$ cat config.mk
export PLATFORM = sky130hd
export DESIGN_NAME = i2c_master_transfer_sequencer_top
export DESIGN_NICKNAME = d
export VERILOG_FILES = /design/src/design/i2cms_pkg.sv /design/src/design/i2cms_in_reg.sv /design/src/design/i2cms_seq_core.sv /design/src/design/i2cms_out_reg.sv /design/src/design/i2c_master_transfer_sequencer_top.sv
export SDC_FILE = /design/constraint.sdc
export NUM_CORES = 1
export LEC_CHECK = 0
export BUFFER_PORTS_ARGS = -buffer_cell sky130_fd_sc_hd__buf_2
export CAP_MARGIN = 40
export CORE_UTILIZATION = 50
export DETAILED_ROUTE_END_ITERATION = 10
export PLACE_DENSITY = 0.75
export RECOVER_POWER = 50
export SYNTH_ARGS = -nofsm -noshare
export SYNTH_HDL_FRONTEND = slang
export SYNTH_SLANG_ARGS = --single-unit
$ cat constraint.sdc
create_clock -name clk -period 3.15 [get_ports clk]
set_input_delay 0.63 -clock clk [delete_from_list [all_inputs] [get_ports clk]]
set_output_delay 0.63 -clock clk [all_outputs]
set_load 0.01 [all_outputs]
$ cat src/design/i2cms_pkg.sv
// Package for the I2C master transfer sequencer.
// Holds the item types, the step state, the action and status codes and the counter width.
// No dependencies.
`timescale 1ns / 1ps
`default_nettype none

package i2cms_pkg;

  localparam int LEN_W = 16;

  localparam int IN_TDATA_W  = 56;
  localparam int OUT_TDATA_W = 24;

  localparam logic [2:0] ACT_NONE    = 3'd0;
  localparam logic [2:0] ACT_START   = 3'd1;
  localparam logic [2:0] ACT_WRITE   = 3'd2;
  localparam logic [2:0] ACT_RESTART = 3'd3;
  localparam logic [2:0] ACT_RX_ENT  = 3'd4;
  localparam logic [2:0] ACT_READ    = 3'd5;
  localparam logic [2:0] ACT_RESET   = 3'd6;

  localparam logic [2:0] STS_RUN   = 3'd0;
  localparam logic [2:0] STS_OK    = 3'd1;
  localparam logic [2:0] STS_NAK   = 3'd2;
  localparam logic [2:0] STS_ARB   = 3'd3;
  localparam logic [2:0] STS_BUS   = 3'd4;
  localparam logic [2:0] STS_UNEXP = 3'd5;

  localparam logic REQ_START = 1'b0;
  localparam logic REQ_EVENT = 1'b1;

  typedef enum logic [2:0] {
    ST_IDLE    = 3'd0,
    ST_ADDRESS = 3'd1,
    ST_COMMAND = 3'd2,
    ST_TX      = 3'd3,
    ST_RXADDR  = 3'd4,
    ST_SETRX   = 3'd5,
    ST_RX      = 3'd6
  } step_t;

  typedef struct packed {
    logic        req_type;
    logic [6:0]  slave_addr;
    logic [7:0]  reg_addr;
    logic        is_read;
    logic        is_register;
    logic [15:0] length;
    logic        arb_lost;
    logic        nak_seen;
    logic        bus_busy;
    logic        master_mode;
    logic [7:0]  rx_byte;
    logic [7:0]  tx_byte;
  } in_item_t;

  typedef struct packed {
    logic [2:0] action;
    logic [7:0] out_byte;
    logic       set_no_ack;
    logic [7:0] rx_data;
    logic       issue_stop;
    logic       finished;
    logic [2:0] status_code;
  } res_item_t;

endpackage

`default_nettype wire

$ cat src/design/i2cms_in_reg.sv
// Input register stage of the I2C master transfer sequencer.
// Captures one input transaction; depends on i2cms_pkg.
`timescale 1ns / 1ps
`default_nettype none

module i2cms_in_reg (
  input  wire logic                clk,
  input  wire logic                rst_n,
  input  wire logic                load,
  input  wire logic                drain,
  input  wire i2cms_pkg::in_item_t item_in,
  output logic                     vld,
  output i2cms_pkg::in_item_t      item
);
  import i2cms_pkg::*;

  logic     vld_r, vld_nxt;
  in_item_t item_r;

  always_comb begin
    vld_nxt = vld_r;
    if (load) begin
      vld_nxt = 1'b1;
    end else if (drain) begin
      vld_nxt = 1'b0;
    end
  end

  always_ff @(posedge clk) begin
    if (!rst_n) begin
      vld_r <= 1'b0;
    end else begin
      vld_r <= vld_nxt;
    end
  end

  always_ff @(posedge clk) begin
    if (load) begin
      item_r <= item_in;
    end
  end

  assign vld  = vld_r;
  assign item = item_r;

endmodule

`default_nettype wire

$ cat src/design/i2cms_seq_core.sv
// Transfer step logic: step state, byte counter and latched transfer setup.
// Computes one result per item in a single pass; depends on i2cms_pkg.
`timescale 1ns / 1ps
`default_nettype none

module i2cms_seq_core (
  input  wire logic                clk,
  input  wire logic                rst_n,
  input  wire logic                adv,
  input  wire i2cms_pkg::in_item_t item,
  output i2cms_pkg::res_item_t     res
);
  import i2cms_pkg::*;

  step_t             state_r, state_nxt;
  logic [LEN_W-1:0]  left_r, left_nxt;
  logic [6:0]        addr_r, addr_nxt;
  logic [7:0]        cmd_r, cmd_nxt;
  logic              rd_r, rd_nxt;
  logic              regf_r, regf_nxt;

  logic [LEN_W-1:0]  len_in;
  logic              nak;
  logic              bus_lost;
  step_t             eff;

  assign len_in   = LEN_W'(item.length);
  assign bus_lost = item.bus_busy && !item.master_mode;

  always_comb begin
    nak = item.nak_seen;
    if (state_r == ST_TX && left_r == '0) begin
      nak = 1'b0;
    end
    if (state_r == ST_RX && left_r == LEN_W'(1)) begin
      nak = 1'b0;
    end
  end

  // address phase resolves to its follow-on step in the same event
  always_comb begin
    eff = state_r;
    if (state_r == ST_ADDRESS) begin
      if (regf_r) begin
        eff = ST_COMMAND;
      end else if (rd_r) begin
        eff = ST_SETRX;
      end else begin
        eff = ST_TX;
      end
    end
  end

  // next state and counters
  always_comb begin
    state_nxt = state_r;
    left_nxt  = left_r;
    addr_nxt  = addr_r;
    cmd_nxt   = cmd_r;
    rd_nxt    = rd_r;
    regf_nxt  = regf_r;
    if (item.req_type == REQ_START) begin
      if (state_r == ST_IDLE) begin
        addr_nxt = item.slave_addr;
        cmd_nxt  = item.reg_addr;
        rd_nxt   = item.is_read;
        regf_nxt = item.is_register;
        left_nxt = len_in;
        if (!(item.is_read && len_in == '0)) begin
          state_nxt = ST_ADDRESS;
        end
      end
    end else if (state_r == ST_IDLE) begin
      state_nxt = ST_IDLE;
    end else if (item.arb_lost || nak) begin
      state_nxt = ST_IDLE;
    end else begin
      unique case (eff)
        ST_COMMAND: begin
          state_nxt = rd_r ? ST_RXADDR : ST_TX;
        end
        ST_TX: begin
          if (left_r != '0) begin
            left_nxt  = left_r - LEN_W'(1);
            state_nxt = ST_TX;
          end else begin
            state_nxt = ST_IDLE;
          end
        end
        ST_RXADDR: begin
          state_nxt = bus_lost ? ST_IDLE : ST_SETRX;
        end
        ST_SETRX: begin
          state_nxt = ST_RX;
        end
        ST_RX: begin
          if (left_r <= LEN_W'(1)) begin
            left_nxt  = '0;
            state_nxt = ST_IDLE;
          end else begin
            left_nxt  = left_r - LEN_W'(1);
            state_nxt = ST_RX;
          end
        end
        default: begin
          state_nxt = ST_IDLE;
        end
      endcase
    end
  end

  // result fields
  always_comb begin
    res = '0;
    if (item.req_type == REQ_START) begin
      if (state_r != ST_IDLE) begin
        res.status_code = STS_UNEXP;
      end else if (item.is_read && len_in == '0) begin
        res.finished    = 1'b1;
        res.status_code = STS_OK;
      end else begin
        res.action   = ACT_START;
        res.out_byte = {item.slave_addr, item.is_register ? 1'b0 : item.is_read};
      end
    end else if (state_r == ST_IDLE) begin
      res.status_code = STS_UNEXP;
    end else if (item.arb_lost) begin
      res.action      = ACT_RESET;
      res.finished    = 1'b1;
      res.status_code = STS_ARB;
    end else if (nak) begin
      res.issue_stop  = 1'b1;
      res.finished    = 1'b1;
      res.status_code = STS_NAK;
    end else begin
      unique case (eff)
        ST_COMMAND: begin
          res.action   = ACT_WRITE;
          res.out_byte = cmd_r;
        end
        ST_TX: begin
          if (left_r != '0) begin
            res.action   = ACT_WRITE;
            res.out_byte = item.tx_byte;
          end else begin
            res.issue_stop  = 1'b1;
            res.finished    = 1'b1;
            res.status_code = STS_OK;
          end
        end
        ST_RXADDR: begin
          if (bus_lost) begin
            res.finished    = 1'b1;
            res.status_code = STS_BUS;
          end else begin
            res.action   = ACT_RESTART;
            res.out_byte = {addr_r, 1'b1};
          end
        end
        ST_SETRX: begin
          res.action     = ACT_RX_ENT;
          res.set_no_ack = (left_r == LEN_W'(1));
        end
        ST_RX: begin
          res.action  = ACT_READ;
          res.rx_data = item.rx_byte;
          if (left_r <= LEN_W'(1)) begin
            res.issue_stop  = 1'b1;
            res.finished    = 1'b1;
            res.status_code = STS_OK;
          end else begin
            res.set_no_ack = (left_r == LEN_W'(2));
          end
        end
        default: begin
          res.status_code = STS_UNEXP;
        end
      endcase
    end
  end

  always_ff @(posedge clk) begin
    if (!rst_n) begin
      state_r <= ST_IDLE;
      left_r  <= '0;
      addr_r  <= '0;
      cmd_r   <= '0;
      rd_r    <= 1'b0;
      regf_r  <= 1'b0;
    end else if (adv) begin
      state_r <= state_nxt;
      left_r  <= left_nxt;
      addr_r  <= addr_nxt;
      cmd_r   <= cmd_nxt;
      rd_r    <= rd_nxt;
      regf_r  <= regf_nxt;
    end
  end

endmodule

`default_nettype wire

$ cat src/design/i2cms_out_reg.sv
// Result register of the I2C master transfer sequencer.
// Holds one result transaction until taken; depends on i2cms_pkg.
`timescale 1ns / 1ps
`default_nettype none

module i2cms_out_reg (
  input  wire logic                 clk,
  input  wire logic                 rst_n,
  input  wire logic                 load,
  input  wire logic                 take,
  input  wire i2cms_pkg::res_item_t res_in,
  output logic                      vld,
  output i2cms_pkg::res_item_t      res
);
  import i2cms_pkg::*;

  logic      vld_r, vld_nxt;
  res_item_t res_r;

  always_comb begin
    vld_nxt = vld_r;
    if (load) begin
      vld_nxt = 1'b1;
    end else if (take) begin
      vld_nxt = 1'b0;
    end
  end

  always_ff @(posedge clk) begin
    if (!rst_n) begin
      vld_r <= 1'b0;
    end else begin
      vld_r <= vld_nxt;
    end
  end

  always_ff @(posedge clk) begin
    if (load) begin
      res_r <= res_in;
    end
  end

  assign vld = vld_r;
  assign res = res_r;

endmodule

`default_nettype wire

$ cat src/design/i2c_master_transfer_sequencer_top.sv
// Top level of the I2C master transfer sequencer.
// Instantiates i2cms_in_reg, i2cms_seq_core and i2cms_out_reg; depends on i2cms_pkg.
//
//   channel | direction | tuser       | tdata
//   in_     | slave     | req_type    | setup, status and data bytes of one request
//   out_    | master    | action      | byte, flags and status of one controller step
//
// One request per cycle unless the result stalls; registered at input and at result.
// The step state and byte counter update as a request moves into the result register.
// A stalled result holds the input register; the input side keeps taking while it drains.
// Synchronous active-low reset empties both registers and returns the state to idle.
`timescale 1ns / 1ps
`default_nettype none

module i2c_master_transfer_sequencer_top (
  input  wire logic                              clk,
  input  wire logic                              rst_n,
  input  wire logic                              in_tvalid,
  output logic                                   in_tready,
  // slave_addr[6:0] reg_addr[14:7] is_read[15] is_register[16] length[32:17]
  // arb_lost[33] nak_seen[34] bus_busy[35] master_mode[36] rx_byte[44:37]
  // tx_byte[52:45], zero pad above
  input  wire logic [i2cms_pkg::IN_TDATA_W-1:0]  in_tdata,
  // req_type[0]
  input  wire logic                              in_tuser,
  output logic                                   out_tvalid,
  input  wire logic                              out_tready,
  // out_byte[7:0] set_no_ack[8] rx_data[16:9] issue_stop[17] finished[18]
  // status_code[21:19], zero pad above
  output logic [i2cms_pkg::OUT_TDATA_W-1:0]      out_tdata,
  // action[2:0]
  output logic [2:0]                             out_tuser
);
  import i2cms_pkg::*;

  in_item_t  in_item, cur_item;
  res_item_t res_comb, res_q;
  logic      cur_vld, adv, in_acc;

  assign in_item.req_type    = in_tuser;
  assign in_item.slave_addr  = in_tdata[6:0];
  assign in_item.reg_addr    = in_tdata[14:7];
  assign in_item.is_read     = in_tdata[15];
  assign in_item.is_register = in_tdata[16];
  assign in_item.length      = in_tdata[32:17];
  assign in_item.arb_lost    = in_tdata[33];
  assign in_item.nak_seen    = in_tdata[34];
  assign in_item.bus_busy    = in_tdata[35];
  assign in_item.master_mode = in_tdata[36];
  assign in_item.rx_byte     = in_tdata[44:37];
  assign in_item.tx_byte     = in_tdata[52:45];

  assign adv       = cur_vld && (!out_tvalid || out_tready);
  assign in_tready = !cur_vld || adv;
  assign in_acc    = in_tvalid && in_tready;

  i2cms_in_reg u_in_reg (
    .clk     (clk),
    .rst_n   (rst_n),
    .load    (in_acc),
    .drain   (adv),
    .item_in (in_item),
    .vld     (cur_vld),
    .item    (cur_item)
  );

  i2cms_seq_core u_core (
    .clk   (clk),
    .rst_n (rst_n),
    .adv   (adv),
    .item  (cur_item),
    .res   (res_comb)
  );

  i2cms_out_reg u_out_reg (
    .clk    (clk),
    .rst_n  (rst_n),
    .load   (adv),
    .take   (out_tready),
    .res_in (res_comb),
    .vld    (out_tvalid),
    .res    (res_q)
  );

  assign out_tuser = res_q.action;
  assign out_tdata = {2'b00, res_q.status_code, res_q.finished, res_q.issue_stop,
                      res_q.rx_data, res_q.set_no_ack, res_q.out_byte};

endmodule

`default_nettype wire

==> results of run 1 <==
==> layout by cell type, fill, tap and decap left out, drive strengths merged, types with 3 or more instances in the layout <==
master,instances
buf,81
edfxtp,79
nand2,69
clkbuf,39
dfxtp,38
a21boi,24
o21ai,22
nor2,21
a21oi,21
and2,14
nand3,11
inv,9
a21o,8
nor2b,7
and3,7
a222oi,7
nand4,6
o2bb2ai,6
nand2b,6
nor3,6
or3,5
bufinv,5
nand3b,4
nor4,4
o31ai,3
a32oi,3
o211a,3
ha,3
==> power by group through the flow <==
stage          registers, mW  logic [mW]  clock network [mW]
2_1_floorplan           1.79       0.225                   0
5_1_grt                 1.77       0.389                2.23
4_1_cts                 1.76       0.352                2.16
6_report                1.77       0.353                2.13
3_3_place_gp            1.79       0.336                   0
3_5_place_dp            1.80       0.347                   0
==> final cells by class <==
class                   instances  area, sq um  area share
clock buffers                  22        473.0     0.07469
clock inverters                10        191.4     0.03023
inverters                       8        30.03    0.004742
multi-input cells             296         1824      0.2881
flip-flops and latches        117         3133      0.4948
well taps                     133        166.4     0.02628
repair buffers                 98        514.2     0.08121
==> cells by family (layout without fill, tap and decap cells) <==
| family | Yosys count | count (layout) | synth area share |
|---|---|---|---|
| other cells | 1 | 2 | 0.0007351 |
| mux | 2 | 2 | 0.003925 |
| simple gates | 168 | 168 | 0.1722 |
| compound gates | 119 | 119 | 0.1693 |
| flops | 117 | 117 | 0.6142 |
| xor+xnor | 2 | 2 | 0.003435 |
| buf+inv | 33 | 138 | 0.02894 |
| fa+ha+maj | 3 | 3 | 0.007359 |
==> worst paths after layout <==
kind / startpoint / endpoint / slack (ps) / cells past startpoint
worst max-delay path: u_core.left_r[0] / u_core.state_r[1] / 500 / 9
worst min-delay path: in_tdata[22] / u_in_reg.item[25] / 280 / 1
worst max register to register: u_core.left_r[0] / u_core.state_r[1] / 500 / 9
worst min register to register: u_core.cmd_r[2] / u_core.cmd_r[2] / 470 / 2
==> through the flow <==
step	cells	area, sq um	hold slack, ps	power [mW]
after floorplan	446	5105	442.8	2.018
after global placement	651	5685	448.5	2.128
after detailed placement	652	5693	458.6	2.143
after CTS	684	6357	261.7	4.275
after global routing	684	6332	255.9	4.389
final	684	6332	282.9	4.249
==> sequential cells by signal, indices dropped and copies added, names as in the netlist <==
register	count
u_core.state_r	3
u_core.addr_r	7
u_out_reg.res	25
u_core.left_r	16
u_out_reg.vld	1
u_core.rd_r	1
u_in_reg.item	54
u_in_reg.vld	1
u_core.regf_r	1
u_core.cmd_r	8
==> critical path, stage by stage, from the launching register on <==
cell	delay, ps
dfxtp_1	330
inv_1	130
ha_1	320
nor4b_2	340
and3_1	330
a21oi_1	200
buf_4	220
a2111oi_0	380
o41ai_1	100
and2_1	160
==> routing by layer <==
metal,track usage,share of wire
met5,0,0
met2,0.3462,0.48
met3,0.06237,0.069
met1,0.2979,0.43
met4,0.1051,0.019
==> flow_summary.ini, run 1 <==
[layout]
layout-drive-gt1-share = 0.2196
antenna_cells = 0
num-fill-cells = 803
utilization = 0.6449
final_nets = 602
syn_to_final_growth_pct = 24.14

[floorplanning]
row_count = 36
die_w_microns = 103.0
fp.dieH_microns = 103.0
core_area_sq_mm = 0.009819
die_area_sq_mm = 0.01061
initial_core_util = 0.5195
io_pins = 90

[detailed_routing]
drtIter0Drc = 368
drtPass1Iterations = 5
vias = 3869
ant_nets = 0
wl_per_cell_microns = 16.21
post-route-drc-count = 0
totalWireLength_mm = 11.09
post_drt_via_cell_ratio = 5.656

[setup_path]
critPathRequiredTime_ps = 3550
critPathCaptureType = flop
critical_path_class = flop to flop
cp_max_fo = 8
cp.arrival_ps = 3050
cp-start-kind = flop

[yosys]
syn_avg_cell_area_sq_um = 11.46
ys_seq_area_frac = 0.6142
yosys-top-cells-area = edfxtp_1, dfxtp_1, nand2_1, a21boi_0, o21ai_0
syn_inst = 445
ys.warnings.count = 0
yosysMostFrequentCell = edfxtp_1
synth_edf_count = 79
ys.flop_type = edfxtp_1
yosysTopAreaCellShare = 0.4650
synth_common_cells = edfxtp_1, nand2_1, dfxtp_1
syn_area_sq_mm = 0.005101
async_flop_share = 0
ys_ff_latch = 117
synthDistinctLibCells = 65
yosysTopAreaCell = edfxtp_1

[worst_hold_path]
hold_class = input pin to flop

[flow_run]
cap_violations = 0

[power]
p_clk_frac = 0.501
p_switching_mw = 0.9296
combPwrFrac = 0.083
p_per_area_mw_per_mm2 = 671.0
leakage_nw = 2.393
p_sw_frac = 0.2188
vdd_drop_max_mv = 0.5159
p_int_mw = 3.319
power_frac_seq = 0.416

[timing]
setup_viol = 0
tns_ps = 0
hold_violations = 0
clock.fmax_mhz = 377.8
maxSlewHeadroom = 0.1413
post-route-min-period_ps = 2647
report.final.slew_viol_count = 0
setup_ws_ps = 503.3
worstMarginPinSlew_ps = 1288
finalCritPeriodShare = 0.8402
clock_skew_ps = 7.918
rsz0062_at_grt = false

[clocking]
cts_resized = 0
h-tree-depth = 4
cts_sinks = 117
root_buffer = clkbuf_8
ctsHoldBuffers = 0
cts_buffer_depth = 2
cts_tree = done
cts_buffers = 17
post_cts_buffers = 0
clk_latency_ps = 520
clkSlewWorstSetupHoldPaths_ps = 60

[placed_design]
gp_congestion = 0.9017
dp_slack_ps = 618.6
hpwl_mm = 7.278
port_buffers = 84

[global_routing]
antenna_found_initial = 0
overflow = 0
grt_max_degree = 30
grt.total_usage = 0.2254
grt_pass1_wl_mm = 17.56
first_global_vias = 3572

[run_status]
status = finished, final reports clean
Note: power is estimated with default switching activity, not from simulation.
==> inputs of run 2 (changes only) <==
--- a/config.mk
+++ b/config.mk
@@ -5,6 +5,7 @@
 export SDC_FILE = /design/constraint.sdc
 export NUM_CORES = 1
 export LEC_CHECK = 0
+export ABC_AREA = 1
 export BUFFER_PORTS_ARGS = -buffer_cell sky130_fd_sc_hd__buf_2
 export CAP_MARGIN = 40
 export CORE_UTILIZATION = 50
==> constraint.sdc (replaced) <==
create_clock -name clk -period 2.4 [get_ports clk]
set_input_delay 0.48 -clock clk [delete_from_list [all_inputs] [get_ports clk]]
set_output_delay 0.48 -clock clk [all_outputs]
set_load 0.01 [all_outputs]
==> flow_summary.ini, run 2 <==
[yosys]
synth_compound_area_frac = 0.09424
synthAdderAreaFrac = 0.007175
synth_edf_count = 79
synthSimpleGateAreaFrac = 0.2148
synth_top_family_by_area = simple AND/OR/NAND/NOR gates
yosys-top-cells-area = edfxtp_1, dfxtp_1, nor2_1, nand2_1, inv_1
syn_area_sq_mm = 0.005231
yosysMostFrequentCell = nor2_1
syn_inst = 551
synthDistinctLibCells = 45
yosysTopAreaCell = edfxtp_1
ys_seq_area_frac = 0.5989
synth_common_cells = nor2_1, nand2_1, edfxtp_1
ys_ff_latch = 117
async_flop_share = 0
syn_avg_cell_area_sq_um = 9.494
synth.mux.area_fraction = 0
yosys.area_share.xor_xnor = 0.02009
ys.warnings.count = 0
ys.flop_type = edfxtp_1
yosysTopAreaCellShare = 0.4535

[global_routing]
grt_max_degree = 55
antenna_found_initial = 0
first_global_vias = 3958
overflow = 0
grt_pass1_wl_mm = 18.81
grt.total_usage = 0.2253

[clocking]
cts_buffer_depth = 2
cts_sinks = 117
clkSlewWorstSetupHoldPaths_ps = 60
clk_latency_ps = 510
cts_tree = done
root_buffer = clkbuf_8
h-tree-depth = 4
cts_buffers = 17
cts_resized = 0
ctsHoldBuffers = 0
post_cts_buffers = 0

[timing]
setup_viol = 0
clock_skew_ps = 5.722
hold-worst-slack_ps = 142.8
report.final.slew_viol_count = 0
setup_ws_ps = 240.2
worstMarginPinSlew_ps = 1408
rsz0062_at_grt = false
clock.fmax_mhz = 463.0
maxSlewHeadroom = 0.06108
tns_ps = 0
post-route-min-period_ps = 2160
finalCritPeriodShare = 0.8999
hold_violations = 0

[setup_path]
r2r_cells = 12
cp-start-kind = flop
critical_path_class = flop to flop
rr_endpoint = u_core.left_r[5]
critPathMaxStageDelay_ps = 340
cp.arrival_ps = 2610
r2r-start = u_core.left_r[0]
cp_max_fo = 23
critPathRequiredTime_ps = 2850
path_cells = inv_1 -> ha_1 -> nand2_2 -> nor2_4 -> nand3_1 -> nand3_4 -> nand4_4 -> nand2_4 -> nand2_4 -> nand2_1 -> nand2_1 -> nor2_1
slowest_stage = dfxtp_1
critPathCaptureType = flop
rrSetupSlack_ps = 240

[detailed_routing]
totalWireLength_mm = 11.48
ant_nets = 0
drtIter0Drc = 271
post-route-drc-count = 0
post_drt_via_cell_ratio = 5.210
wl_per_cell_microns = 14.50
vias = 4126
drtPass1Iterations = 5

[floorplanning]
initial_core_util = 0.5255
fp.dieH_microns = 104.3
die_area_sq_mm = 0.01088
io_pins = 90
core_area_sq_mm = 0.009955
die_w_microns = 104.3
row_count = 36

[layout]
syn_to_final_growth_pct = 21.69
antenna_cells = 0
ff_latch_area_sq_mm = 0.003133
largest_reg_flops = 54
final_cells = 792
multiInputGateArea_sq_mm = 0.001767
num-fill-cells = 753
final_cell_mix = nor2_1, nand2_1, buf_2
layout-drive-gt1-share = 0.2322
final_common_cell = nor2_1
final_nets = 710

[power]
p_switching_mw = 1.219
leakage_nw = 2.819
power_frac_seq = 0.435
combPwrFrac = 0.097
p_sw_frac = 0.2274
p_clk_frac = 0.468
p_per_area_mw_per_mm2 = 842.1
p_int_mw = 4.142
vdd_drop_max_mv = 0.5233

[placed_design]
dp_slack_ps = 273.6
hpwl_mm = 7.704
port_buffers = 84
gp_congestion = 0.8558
place_inst = 760

[worst_hold_path]
whs_path_depth = 1
worstHoldStart = in_tdata[32]
hold_end = u_in_reg.item[35]
hold_class = input pin to flop

[flow_run]
cap_violations = 0

[run_status]
status = finished, final reports clean
==> run 2: cell count changes after synthesis, sizes merged, moves of 7 or more <==
cell    change
nor2       +91
inv        +55
nand2      +35
a21boi     -23
o21ai      +17
nand3      +15
and2       -13
a21oi      +11
clkbuf     -11
xor2       +10
a222oi      -7
and3        -7
nor2b       -7
==> run 2: final cells by class <==
type	instances	area share
timing repair buffer	90	0.07233
clock inverter	8	0.01906
clock buffer	24	0.07547
multi-input combinational	357	0.2775
inverter	63	0.03734
tap	133	0.02614
sequential	117	0.4921
==> run 2: logic make-up after synthesis <==
group,count (synthesis)
simple gates,253
buf+inv,78
other cells,1
flops,117
xor+xnor,12
fa+ha+maj,3
compound gates,87
==> run 2: worst max path at each step <==
stage / start / endpoint / slack [ps]
after floorplan: out_tready / u_in_reg.item[0] / 190
after global placement: u_core.left_r[0] / u_core.left_r[13] / 390
after detailed placement: u_core.left_r[0] / u_core.left_r[5] / 270
after CTS: u_core.left_r[0] / u_core.left_r[5] / 250
after global routing: u_core.left_r[0] / u_core.left_r[5] / 40
final: u_core.left_r[0] / u_core.left_r[5] / 240
==> run 2: critical path: cells and delay by family, from the launching register on <==
family	cells	cell delay [ps]
adders and majority gates	1	240
buffers and inverters	1	140
DFF	1	340
and+or+nand+nor	10	1380
==> run 2: power by group through the flow <==
stage	Sequential, mW	Combinational (mW)	Clock, mW
6_report	2.33	0.520	2.51
5_1_grt	2.34	0.582	2.64
4_1_cts	2.33	0.521	2.55
3_5_place_dp	2.37	0.514	0
3_3_place_gp	2.36	0.493	0
2_1_floorplan	2.36	0.355	0
==> run 2: layer usage <==
metal | up-vias | share of wire | global-route usage | wire length, microns
met5 | - | 0 | 0 | 0
met4 | 0 | 0.015 | 0.08571 | 176
met3 | 17 | 0.061 | 0.07018 | 706
met2 | 161 | 0.49 | 0.3609 | 5642
met1 | 1942 | 0.43 | 0.2851 | 4957
li1 | 2006 | - | - | -
==> run 2: stage by stage <==
step	power, mW	util	cell area [sq um]
final	5.361	0.6395	6366
after global routing	5.563	0.6395	6366
after CTS	5.396	0.6413	6384
after detailed placement	2.880	0.5808	5782
after global placement	2.856	0.5808	5782
after floorplan	2.719	-	5235
